`src/epsm_pkg.sv`:
```
package epsm_pkg;

	localparam int POS_W      = 32;
	localparam int TIME_W     = 32;
	localparam int SPEED_W    = 16;
	localparam int SHSPD_W    = 26;
	localparam int REVS_W     = 42;
	localparam int CP_W       = 8;
	localparam int MAXSPD_W   = 15;
	localparam int TMO_W      = 16;
	localparam int CPR_W      = 16;
	localparam int CFG_DATA_W = 16;
	localparam int CFG_IDX_W  = 2;

	localparam int US_PER_S   = 1000000;
	localparam int MILLI      = 1000;

	// edge period * 1e6 fits 28 bits, |position| * 1000 fits 41, |speed| * 1000 fits 25
	localparam int PER_PROD_W = 28;
	localparam int POS_PROD_W = 41;
	localparam int SP_PROD_W  = 25;

	// us to ms: floor(x / 1000) == (x * ceil(2^38 / 1000)) >> 38 for any 32-bit x
	localparam int MS_RECIP   = 274877907;
	localparam int MS_SHIFT   = 38;
	localparam int MS_PROD_W  = 61;

	localparam logic [CFG_IDX_W-1:0] REG_EDGE_PERIOD = 2'd0;
	localparam logic [CFG_IDX_W-1:0] REG_SPEED_CEIL  = 2'd1;
	localparam logic [CFG_IDX_W-1:0] REG_TIMEOUT_MS  = 2'd2;
	localparam logic [CFG_IDX_W-1:0] REG_REV_COUNTS  = 2'd3;

	localparam logic FUNC_SAMPLE = 1'b0;
	localparam logic FUNC_CHECK  = 1'b1;

	typedef enum logic [1:0] {
		KIND_SAMPLE = 2'd0,
		KIND_UPDATE = 2'd1,
		KIND_CHECK  = 2'd2
	} kind_t;

	typedef struct packed {
		logic [CP_W-1:0]     edge_period;
		logic [MAXSPD_W-1:0] speed_ceil;
		logic [TMO_W-1:0]    timeout_ms;
		logic [CPR_W-1:0]    rev_counts;
	} cfg_t;

	// arg: elapsed microseconds for an update, last update time for a check
	typedef struct packed {
		kind_t               kind;
		logic                fwd;
		logic [POS_W-1:0]    position;
		logic [TIME_W-1:0]   arg;
		logic [TIME_W-1:0]   time_ms;
	} cmd_t;

	typedef struct packed {
		logic [POS_W-1:0]    position;
		logic [SPEED_W-1:0]  counts_per_second;
		logic [SHSPD_W-1:0]  shaft_speed_milli;
		logic [REVS_W-1:0]   shaft_revs_milli;
		logic                speed_updated;
	} res_t;

endpackage

```
`src/encoder_position_speed_meter_core.sv`:
```
// Datapath: every item passes the position divider and the shaft-speed division; an update
// with elapsed time first divides for its speed, so it takes longer than other items.
// The datapath handles one item at a time, paced by the 32-step shared speed
// divider (used twice for dividing updates) and the 41-step position divider.
// Up to QUEUE_DEPTH items are buffered between the input side and the datapath.
// Reset: arst_n asynchronously restores the register defaults and clears the control state.
module encoder_position_speed_meter_core #(
	parameter int QUEUE_DEPTH = 4
) (
	input  logic         clk,
	input  logic         arst_n,
	input  logic         cfg_we,
	input  logic [1:0]   cfg_index,
	input  logic [15:0]  cfg_wdata,
	input  logic         s_tvalid,
	output logic         s_tready,
	input  logic         s_tuser,    // func
	input  logic [71:0]  s_tdata,    // pin_a, pin_b, time_us, time_ms, zero pad
	output logic         m_tvalid,
	input  logic         m_tready,
	output logic         m_tuser,    // speed_updated
	output logic [119:0] m_tdata     // position, counts_per_second, shaft_speed_milli,
	                                 // shaft_revs_milli, zero pad
);

	epsm_pkg::cfg_t cfg_q;
	epsm_pkg::cmd_t push_cmd;
	epsm_pkg::cmd_t pop_cmd;
	epsm_pkg::res_t res;
	logic           push;
	logic           pop;
	logic           q_full;
	logic           q_empty;

	always_ff @(posedge clk or negedge arst_n) begin
		if (!arst_n) begin
			cfg_q.edge_period <= 8'd6;
			cfg_q.speed_ceil  <= 15'd10000;
			cfg_q.timeout_ms  <= 16'd300;
			cfg_q.rev_counts  <= 16'd390;
		end else if (cfg_we) begin
			unique case (cfg_index)
				epsm_pkg::REG_EDGE_PERIOD: cfg_q.edge_period <= cfg_wdata[7:0];
				epsm_pkg::REG_SPEED_CEIL:  cfg_q.speed_ceil  <= cfg_wdata[14:0];
				epsm_pkg::REG_TIMEOUT_MS:  cfg_q.timeout_ms  <= cfg_wdata;
				epsm_pkg::REG_REV_COUNTS:  cfg_q.rev_counts  <= cfg_wdata;
				default: ;
			endcase
		end
	end

	epsm_front u_front (
		.clk      (clk),
		.arst_n   (arst_n),
		.cfg      (cfg_q),
		.s_tvalid (s_tvalid),
		.s_tready (s_tready),
		.s_tuser  (s_tuser),
		.s_tdata  (s_tdata),
		.q_full   (q_full),
		.push     (push),
		.cmd      (push_cmd)
	);

	epsm_queue #(
		.DEPTH (QUEUE_DEPTH)
	) u_queue (
		.clk    (clk),
		.arst_n (arst_n),
		.push   (push),
		.wr_cmd (push_cmd),
		.pop    (pop),
		.rd_cmd (pop_cmd),
		.full   (q_full),
		.empty  (q_empty)
	);

	epsm_back u_back (
		.clk      (clk),
		.arst_n   (arst_n),
		.cfg      (cfg_q),
		.q_empty  (q_empty),
		.q_cmd    (pop_cmd),
		.q_pop    (pop),
		.m_tvalid (m_tvalid),
		.m_tready (m_tready),
		.res      (res)
	);

	assign m_tuser = res.speed_updated;
	assign m_tdata = {4'd0, res.shaft_revs_milli, res.shaft_speed_milli,
	                  res.counts_per_second, res.position};

endmodule

```
`src/epsm_front.sv`:
```
module epsm_front (
	input  logic                 clk,
	input  logic                 arst_n,
	input  epsm_pkg::cfg_t       cfg,
	input  logic                 s_tvalid,
	output logic                 s_tready,
	input  logic                 s_tuser,   // func
	input  logic [71:0]          s_tdata,   // pin_a, pin_b, time_us, time_ms
	input  logic                 q_full,
	output logic                 push,
	output epsm_pkg::cmd_t       cmd
);

	logic                          a_was_high_q;
	logic [epsm_pkg::CP_W-1:0]     tally_q;
	logic [epsm_pkg::POS_W-1:0]    position_q;
	logic [epsm_pkg::TIME_W-1:0]   last_us_q;

	logic                          pin_a;
	logic                          pin_b;
	logic [epsm_pkg::TIME_W-1:0]   t_us;
	logic [epsm_pkg::TIME_W-1:0]   t_ms;
	logic                          is_check;
	logic                          rise;
	logic                          upd;
	logic [epsm_pkg::CP_W-1:0]     tally_nx;
	logic [epsm_pkg::POS_W-1:0]    pos_nx;

	assign pin_a    = s_tdata[0];
	assign pin_b    = s_tdata[1];
	assign t_us     = s_tdata[33:2];
	assign t_ms     = s_tdata[65:34];
	assign is_check = (s_tuser == epsm_pkg::FUNC_CHECK);

	assign s_tready = !q_full;
	assign push     = s_tvalid && s_tready;

	assign rise     = !is_check && !a_was_high_q && pin_a;
	assign tally_nx = tally_q + 1'b1;
	assign pos_nx   = pin_b ? position_q - 1'b1 : position_q + 1'b1;
	assign upd      = rise && (tally_nx == cfg.edge_period);

	always_comb begin
		cmd.kind     = is_check ? epsm_pkg::KIND_CHECK
		             : (upd ? epsm_pkg::KIND_UPDATE : epsm_pkg::KIND_SAMPLE);
		cmd.fwd      = !pin_b;
		cmd.position = rise ? pos_nx : position_q;
		cmd.arg      = is_check ? last_us_q : t_us - last_us_q;
		cmd.time_ms  = t_ms;
	end

	always_ff @(posedge clk or negedge arst_n) begin
		if (!arst_n) begin
			a_was_high_q <= 1'b0;
			tally_q      <= '0;
			position_q   <= '0;
			last_us_q    <= '0;
		end else if (push && !is_check) begin
			if (!a_was_high_q) begin
				if (pin_a) begin
					a_was_high_q <= 1'b1;
					position_q   <= pos_nx;
					tally_q      <= upd ? '0 : tally_nx;
					if (upd) begin
						last_us_q <= t_us;
					end
				end
			end else if (!pin_a) begin
				a_was_high_q <= 1'b0;
			end
		end
	end

endmodule

```
`src/epsm_queue.sv`:
```
module epsm_queue #(
	parameter int DEPTH = 4
) (
	input  logic            clk,
	input  logic            arst_n,
	input  logic            push,
	input  epsm_pkg::cmd_t  wr_cmd,
	input  logic            pop,
	output epsm_pkg::cmd_t  rd_cmd,
	output logic            full,
	output logic            empty
);

	localparam int PW = (DEPTH > 1) ? $clog2(DEPTH) : 1;
	localparam int CW = $clog2(DEPTH + 1);

	epsm_pkg::cmd_t  mem_q [DEPTH];
	logic [PW-1:0]   wr_ptr_q;
	logic [PW-1:0]   rd_ptr_q;
	logic [CW-1:0]   count_q;

	assign full   = (count_q == CW'(DEPTH));
	assign empty  = (count_q == '0);
	assign rd_cmd = mem_q[rd_ptr_q];

	always_ff @(posedge clk) begin
		if (push) begin
			mem_q[wr_ptr_q] <= wr_cmd;
		end
	end

	always_ff @(posedge clk or negedge arst_n) begin
		if (!arst_n) begin
			wr_ptr_q <= '0;
			rd_ptr_q <= '0;
			count_q  <= '0;
		end else begin
			if (push) begin
				wr_ptr_q <= (wr_ptr_q == PW'(DEPTH - 1)) ? '0 : wr_ptr_q + 1'b1;
			end
			if (pop) begin
				rd_ptr_q <= (rd_ptr_q == PW'(DEPTH - 1)) ? '0 : rd_ptr_q + 1'b1;
			end
			if (push && !pop) begin
				count_q <= count_q + 1'b1;
			end else if (pop && !push) begin
				count_q <= count_q - 1'b1;
			end
		end
	end

endmodule

```
`src/epsm_div.sv`:
```
// Restoring unsigned divider, one quotient bit per cycle.
module epsm_div #(
	parameter int NW = 32,
	parameter int DW = 32
) (
	input  logic          clk,
	input  logic          arst_n,
	input  logic          start,
	input  logic [NW-1:0] dividend,
	input  logic [DW-1:0] divisor,
	output logic          busy,
	output logic [NW-1:0] quotient
);

	localparam int CW = $clog2(NW + 1);

	logic [DW-1:0] rem_q;
	logic [NW-1:0] quo_q;
	logic [DW-1:0] dvs_q;
	logic [CW-1:0] cnt_q;
	logic          busy_q;

	logic [DW:0]   shifted;
	logic [DW:0]   diff;
	logic          ge;

	assign shifted  = {rem_q, quo_q[NW-1]};
	assign ge       = (shifted >= {1'b0, dvs_q});
	assign diff     = shifted - {1'b0, dvs_q};
	assign busy     = busy_q;
	assign quotient = quo_q;

	always_ff @(posedge clk) begin
		if (start) begin
			rem_q <= '0;
			quo_q <= dividend;
			dvs_q <= divisor;
		end else if (busy_q) begin
			rem_q <= ge ? diff[DW-1:0] : shifted[DW-1:0];
			quo_q <= {quo_q[NW-2:0], ge};
		end
	end

	always_ff @(posedge clk or negedge arst_n) begin
		if (!arst_n) begin
			busy_q <= 1'b0;
			cnt_q  <= '0;
		end else if (start) begin
			busy_q <= 1'b1;
			cnt_q  <= CW'(NW);
		end else if (busy_q) begin
			cnt_q <= cnt_q - 1'b1;
			if (cnt_q == CW'(1)) begin
				busy_q <= 1'b0;
			end
		end
	end

endmodule

```
`src/epsm_back.sv`:
```
module epsm_back (
	input  logic            clk,
	input  logic            arst_n,
	input  epsm_pkg::cfg_t  cfg,
	input  logic            q_empty,
	input  epsm_pkg::cmd_t  q_cmd,
	output logic            q_pop,
	output logic            m_tvalid,
	input  logic            m_tready,
	output epsm_pkg::res_t  res
);

	typedef enum logic [7:0] {
		ST_IDLE    = 8'b0000_0001,
		ST_PREP    = 8'b0000_0010,
		ST_START   = 8'b0000_0100,
		ST_SPD     = 8'b0000_1000,
		ST_SHPREP  = 8'b0001_0000,
		ST_SHSTART = 8'b0010_0000,
		ST_SHWAIT  = 8'b0100_0000,
		ST_FIN     = 8'b1000_0000
	} state_t;

	state_t                             state_q;
	epsm_pkg::cmd_t                     cmd_q;
	logic [epsm_pkg::SPEED_W-1:0]       speed_q;
	logic [epsm_pkg::PER_PROD_W-1:0]    per_prod_q;
	logic [epsm_pkg::POS_PROD_W-1:0]    pos_prod_q;
	logic [epsm_pkg::SP_PROD_W-1:0]     sp_prod_q;
	logic [epsm_pkg::TIME_W-1:0]        lastms_q;
	logic                               m_tvalid_q;
	epsm_pkg::res_t                     res_q;

	logic [epsm_pkg::POS_W-1:0]         pos_abs;
	logic [epsm_pkg::MAXSPD_W-1:0]      sp_abs;
	logic [epsm_pkg::MAXSPD_W-1:0]      mag;
	logic [epsm_pkg::MS_PROD_W-1:0]     ms_prod;
	logic [epsm_pkg::TIME_W-1:0]        since;
	logic                               out_free;
	logic                               spd_div;

	logic                               a_busy;
	logic [epsm_pkg::POS_PROD_W-1:0]    a_quo;
	logic                               b_start;
	logic [epsm_pkg::TIME_W-1:0]        b_dividend;
	logic [epsm_pkg::TIME_W-1:0]        b_divisor;
	logic                               b_busy;
	logic [epsm_pkg::TIME_W-1:0]        b_quo;

	assign q_pop    = (state_q == ST_IDLE) && !q_empty;
	assign out_free = !m_tvalid_q || m_tready;
	assign m_tvalid = m_tvalid_q;
	assign res      = res_q;

	assign pos_abs = cmd_q.position[epsm_pkg::POS_W-1] ? -cmd_q.position : cmd_q.position;
	assign sp_abs  = speed_q[epsm_pkg::SPEED_W-1] ? epsm_pkg::MAXSPD_W'(-speed_q)
	                                               : speed_q[epsm_pkg::MAXSPD_W-1:0];
	assign mag     = (b_quo > epsm_pkg::TIME_W'(cfg.speed_ceil)) ? cfg.speed_ceil
	                                                             : b_quo[epsm_pkg::MAXSPD_W-1:0];
	assign ms_prod = epsm_pkg::MS_PROD_W'(cmd_q.arg)
	               * epsm_pkg::MS_PROD_W'(epsm_pkg::MS_RECIP);
	assign since   = cmd_q.time_ms - lastms_q;
	assign spd_div = (cmd_q.kind == epsm_pkg::KIND_UPDATE) && (cmd_q.arg != '0);

	// divider b is shared: speed period, then shaft speed
	always_comb begin
		b_start    = 1'b0;
		b_dividend = epsm_pkg::TIME_W'(sp_prod_q);
		b_divisor  = epsm_pkg::TIME_W'(cfg.rev_counts);
		if (state_q == ST_START && spd_div) begin
			b_start    = 1'b1;
			b_dividend = epsm_pkg::TIME_W'(per_prod_q);
			b_divisor  = cmd_q.arg;
		end else if (state_q == ST_SHSTART) begin
			b_start = 1'b1;
		end
	end

	epsm_div #(
		.NW (epsm_pkg::POS_PROD_W),
		.DW (epsm_pkg::CPR_W)
	) u_div_pos (
		.clk      (clk),
		.arst_n   (arst_n),
		.start    (state_q == ST_START),
		.dividend (pos_prod_q),
		.divisor  (cfg.rev_counts),
		.busy     (a_busy),
		.quotient (a_quo)
	);

	epsm_div #(
		.NW (epsm_pkg::TIME_W),
		.DW (epsm_pkg::TIME_W)
	) u_div_spd (
		.clk      (clk),
		.arst_n   (arst_n),
		.start    (b_start),
		.dividend (b_dividend),
		.divisor  (b_divisor),
		.busy     (b_busy),
		.quotient (b_quo)
	);

	always_ff @(posedge clk) begin
		if (q_pop) begin
			cmd_q <= q_cmd;
		end
		if (state_q == ST_PREP) begin
			pos_prod_q <= epsm_pkg::POS_PROD_W'(pos_abs)
			            * epsm_pkg::POS_PROD_W'(epsm_pkg::MILLI);
			per_prod_q <= epsm_pkg::PER_PROD_W'(cfg.edge_period)
			            * epsm_pkg::PER_PROD_W'(epsm_pkg::US_PER_S);
			lastms_q   <= epsm_pkg::TIME_W'(ms_prod[epsm_pkg::MS_PROD_W-1:epsm_pkg::MS_SHIFT]);
		end
		if (state_q == ST_SHPREP) begin
			sp_prod_q <= epsm_pkg::SP_PROD_W'(sp_abs) * epsm_pkg::SP_PROD_W'(epsm_pkg::MILLI);
		end
		if (state_q == ST_FIN && out_free) begin
			res_q.position          <= cmd_q.position;
			res_q.counts_per_second <= speed_q;
			res_q.speed_updated     <= (cmd_q.kind == epsm_pkg::KIND_UPDATE);
			if (cfg.rev_counts == '0) begin
				res_q.shaft_speed_milli <= '0;
				res_q.shaft_revs_milli  <= '0;
			end else begin
				res_q.shaft_speed_milli <= speed_q[epsm_pkg::SPEED_W-1]
				    ? -epsm_pkg::SHSPD_W'(b_quo[epsm_pkg::SP_PROD_W-1:0])
				    :  epsm_pkg::SHSPD_W'(b_quo[epsm_pkg::SP_PROD_W-1:0]);
				res_q.shaft_revs_milli  <= cmd_q.position[epsm_pkg::POS_W-1]
				    ? -epsm_pkg::REVS_W'(a_quo)
				    :  epsm_pkg::REVS_W'(a_quo);
			end
		end
	end

	always_ff @(posedge clk or negedge arst_n) begin
		if (!arst_n) begin
			state_q    <= ST_IDLE;
			speed_q    <= '0;
			m_tvalid_q <= 1'b0;
		end else begin
			if (state_q == ST_FIN && out_free) begin
				m_tvalid_q <= 1'b1;
			end else if (m_tready) begin
				m_tvalid_q <= 1'b0;
			end
			unique case (state_q)
				ST_IDLE: begin
					if (!q_empty) begin
						state_q <= ST_PREP;
					end
				end
				ST_PREP: begin
					state_q <= ST_START;
				end
				ST_START: begin
					if (spd_div) begin
						state_q <= ST_SPD;
					end else begin
						// update with no elapsed time: full-scale speed
						if (cmd_q.kind == epsm_pkg::KIND_UPDATE) begin
							speed_q <= cmd_q.fwd ? {1'b0, cfg.speed_ceil}
							                     : -{1'b0, cfg.speed_ceil};
						end else if (cmd_q.kind == epsm_pkg::KIND_CHECK
						             && since > epsm_pkg::TIME_W'(cfg.timeout_ms)) begin
							speed_q <= '0;
						end
						state_q <= ST_SHPREP;
					end
				end
				ST_SPD: begin
					if (!b_busy) begin
						speed_q <= cmd_q.fwd ? {1'b0, mag} : -{1'b0, mag};
						state_q <= ST_SHPREP;
					end
				end
				ST_SHPREP: begin
					state_q <= ST_SHSTART;
				end
				ST_SHSTART: begin
					state_q <= ST_SHWAIT;
				end
				ST_SHWAIT: begin
					if (!b_busy && !a_busy) begin
						state_q <= ST_FIN;
					end
				end
				ST_FIN: begin
					if (out_free) begin
						state_q <= ST_IDLE;
					end
				end
				default: begin
					state_q <= ST_IDLE;
				end
			endcase
		end
	end

endmodule

```
`config.mk`:
```
export PLATFORM = sky130hd
export DESIGN_NAME = encoder_position_speed_meter_core
export DESIGN_NICKNAME = d
export VERILOG_FILES = /design/src/epsm_pkg.sv /design/src/encoder_position_speed_meter_core.sv /design/src/epsm_front.sv /design/src/epsm_queue.sv /design/src/epsm_div.sv /design/src/epsm_back.sv
export SDC_FILE = /design/constraint.sdc
export NUM_CORES = 2
export LEC_CHECK = 0
export BUFFER_PORTS_ARGS = -buffer_cell sky130_fd_sc_hd__clkbuf_2
export CAP_MARGIN = 20
export CORE_AREA = 2 2 341 343
export DETAILED_ROUTE_END_ITERATION = 12
export DIE_AREA = 0 0 343 345
export PLACE_DENSITY = 0.81
export SYNTH_ARGS = -nofsm -noshare
export SYNTH_HDL_FRONTEND = slang
export SYNTH_SLANG_ARGS = --single-unit
```
`constraint.sdc`:
```
create_clock -name clk -period 10.6 [get_ports clk]
set_input_delay 1.59 -clock clk [delete_from_list [all_inputs] [get_ports clk]]
set_output_delay 1.59 -clock clk [all_outputs]
set_load 0.01 [all_outputs]
```
==> results.cfg <==
[status]
outcome = finished clean

[finish]
area_growth_pct = 9.063
final.fill_count = 7940
layout.cells.most_common_list = 977 x inv_1, 838 x edfxtp_1, 771 x ha_1
layout_commonest_cell = inv_1
drive_gt1_share_pct = 10.18
nNetsFinal = 7851

[worst_setup_path]
worst_ep_arrival_time_ns = 9.34
startpoint = u_back.cmd_q[47]
cp_max_fo = 10
timing.critical_path.from_type = flip-flop
timing.reg2reg.worst_path_depth = 25
ff2ff_setup_slack_ns = 1.73
path_class = reg -> reg
crit-reg2reg-capture = u_back.lastms_q[18]
crit-reg2reg-launch = u_back.cmd_q[47]
cp.required_ns = 11.06
cp-end-kind = flip-flop
worstSetupEndpoint = u_back.lastms_q[18]

[detailed_routing]
drtAntennaViolNets = 0
drt_first_pass_iters = 6
vias_per_cell = 5.854
vias = 47500
wl_um = 163300
dr.first_iter.drc_count = 4097
detail_route.wl_per_cell_um = 20.12
drc_errors = 0

[synthesis]
synth.avg_cell_area_sq_um = 11.60
yosysTopAreaCellShare_pct = 34.56
netlist_area_sq_um = 72820
yosys_warnings = 0
count_of_flip_flops_with_a_built_in_enable_after_synthesis = 838
synth-async-reset-ratio_pct = 16.42
flop_and_latch_count_out_of_synthesis = 1060
synth_area_leaders = edfxtp_1 35%, fa_1 13%, ha_1 13%
netlist.top_cell.by_area = edfxtp_1
share_of_the_yosys_chip_area_belonging_to_registers_pct = 41.88
synth_top_flop_cell = edfxtp_1
synth_cell_types = 81
synthesis.instances = 6276

[sta]
clock.fmax_mhz = 112.7
worst_slew_margin_rel_pct = 26.08
final.setup.worst_slack_ns = 1.728
fin_setup_tns_ns = 0
setup-violations-final = 0
measured_slew_at_the_worst_slew_check_pin_ns = 1.094
number_of_hold_slack_violations_in_the_final_timing_report = 0
finClkSkew_ns = 0.06082
worst_slack_on_hold_paths_ns = 0.4658
final_cycle_share_pct = 83.70
slew_viol_final = 0
grt_setup_unrepaired = false
finalWorstPathRequiredPeriod_ns = 8.872

[cts]
cts_setup_buffers = 0
cts-buffers-inserted = 107
tritoncts = built
clockBufferDepth = 3
cts_root_buf = clkbuf_16
clkLatencyLatePin_ns = 0.72
ctsHoldBuffers = 0
cts_sinks = 1060
h-tree-depth = 3
post_cts_resize_count = 0
clock_pin_transition_on_the_worst_setup_and_hold_timing_paths_ns = 0.06

[place]
routabilityCongestion = 0.9148
place_worst_setup_slack_ns = 1.827
io_buffer_count = 208
hpwl_um = 119300

[global_routing]
first_global_vias = 48960
grt_antenna_before_repair = 9
overflow = 0
grt_max_degree = 117
grt_use_total_pct = 28.39
grt_first_pass_wirelength_um = 264300

[hold_path]
timing.hold.worst.class = reg -> reg

[floorplanning]
io-pin-count = 219
placeableCoreArea_sq_um = 115100
start_util_pct = 63.26
die_w_um = 343
die_area_sq_um = 118300
dieHeight_um = 345
rows = 125

[job]
max_cap_viol_count = 0
## synthesized netlist by cell type, drive strengths merged (27+ instances only)
| cell type | number |
|---|---|
| buf | 29 |
| mux2i | 55 |
| xnor2 | 189 |
| nand2b | 54 |
| and3 | 31 |
| mux4 | 99 |
| dfxtp | 48 |
| dfrtp | 158 |
| nor2 | 315 |
| nor2b | 45 |
| o21ai | 337 |
| or4 | 29 |
| xor2 | 154 |
| edfxtp | 838 |
| ha | 771 |
| mux2 | 73 |
| nand4 | 34 |
| o31ai | 37 |
| fa | 489 |
| nor3 | 69 |
| a21o | 69 |
| o211ai | 28 |
| or3 | 42 |
| nand2 | 487 |
| nand3 | 64 |
| a21oi | 235 |
| o21a | 39 |
| clkbuf | 121 |
| nor4 | 27 |
| inv | 978 |
| a211oi | 51 |
| and2 | 34 |
## routing by layer
| metal | wire, um | global-route usage (%) |
|---|---|---|
| met1 | 68820 | 38.98 |
| met2 | 78250 | 46.47 |
| met3 | 10540 | 4.392 |
| met4 | 5635 | 9.447 |
| met5 | 55 | 0 |
## sequential cells by signal (all words and copies together) (netlist names), 3 cells and up
register	count
u_back.speed_q	16
u_back.u_div_spd.rem_q	32
u_back.cmd_q	99
cfg_q	55
u_back.per_prod_q	22
u_queue.mem_q	396
u_back.u_div_pos.dvs_q	16
u_back.u_div_spd.cnt_q	6
u_back.u_div_spd.dvs_q	32
u_back.u_div_pos.quotient	41
u_back.res	117
u_front.last_us_q	32
u_queue.count_q	3
u_back.u_div_pos.cnt_q	6
u_back.sp_prod_q	22
u_back.u_div_spd.quotient	32
u_front.position_q	32
u_back.lastms_q	23
u_back.u_div_pos.rem_q	16
u_front.tally_q	8
u_back.state_q	8
u_back.pos_prod_q	38
## cell families after synthesis
| logic type | after synthesis | synth area share, % |
|---|---|---|
| and+or+nand+nor | 1296 | 8.362 |
| other | 1 | 0.005150 |
| muxes | 227 | 4.947 |
| adders and majority gates | 1260 | 26.69 |
| buffers and inverters | 1128 | 5.842 |
| AOI/OAI and AO/OA | 961 | 8.147 |
| xor gates and xnor gates | 343 | 4.125 |
| DFF | 1060 | 41.88 |
## worst min path at each step
stage / start / end / slack, ns / cells past startpoint
6_report: u_back.speed_q[1] / u_back.res[70] / 0.47 / 0
5_1_grt: u_back.speed_q[1] / u_back.res[70] / 0.47 / 0
4_1_cts: u_back.speed_q[1] / u_back.res[70] / 0.47 / 0
3_5_place_dp: u_back.speed_q[1] / u_back.res[70] / 0.44 / 0
3_3_place_gp: u_back.speed_q[1] / u_back.res[70] / 0.44 / 0
2_1_floorplan: u_back.cmd_q[95] / u_back.res[116] / 0.42 / 0
## stage by stage
stage	instance area (sq um)	instances	utilization, %
CTS	79420	8113	68.99
global placement	75700	7909	65.77
global route	79420	8115	69.00
floorplan	72830	6279	-
detailed placement	75710	7910	65.77
finish	79420	8115	69.00
## critical path, stage by stage, from the launching register on
cell      delay, ns
edfxtp_1       0.76
inv_1          0.30
ha_1           0.44
fa_1           0.49
fa_1           0.54
inv_1          0.05
fa_1           0.51
inv_1          0.06
fa_1           0.52
fa_1           0.44
fa_1           0.54
inv_1          0.05
fa_1           0.49
inv_1          0.04
ha_1           0.29
a21o_1         0.17
a211oi_1       0.23
o21bai_1       0.12
a221oi_1       0.75
nand2_1        0.23
o211ai_1       0.28
a21oi_1        0.12
o311ai_0       0.62
o221a_2        0.35
o21bai_1       0.08
xor2_1         0.14
## final cells by class
type	count	area [sq um]	area share, %
inverters	978	3674	4.625
clock inverters	71	883.3	1.112
clock buffers	132	2823	3.554
multi-input cells	4091	38190	48.09
repair buffers	257	1430	1.801
diodes	2	5.005	0.006301
well taps	1524	1907	2.401
flip-flops and latches	1060	30510	38.41
Power is not shown: default switching activity piles up to over one toggle a cycle in this logic, so the estimate is an artifact.
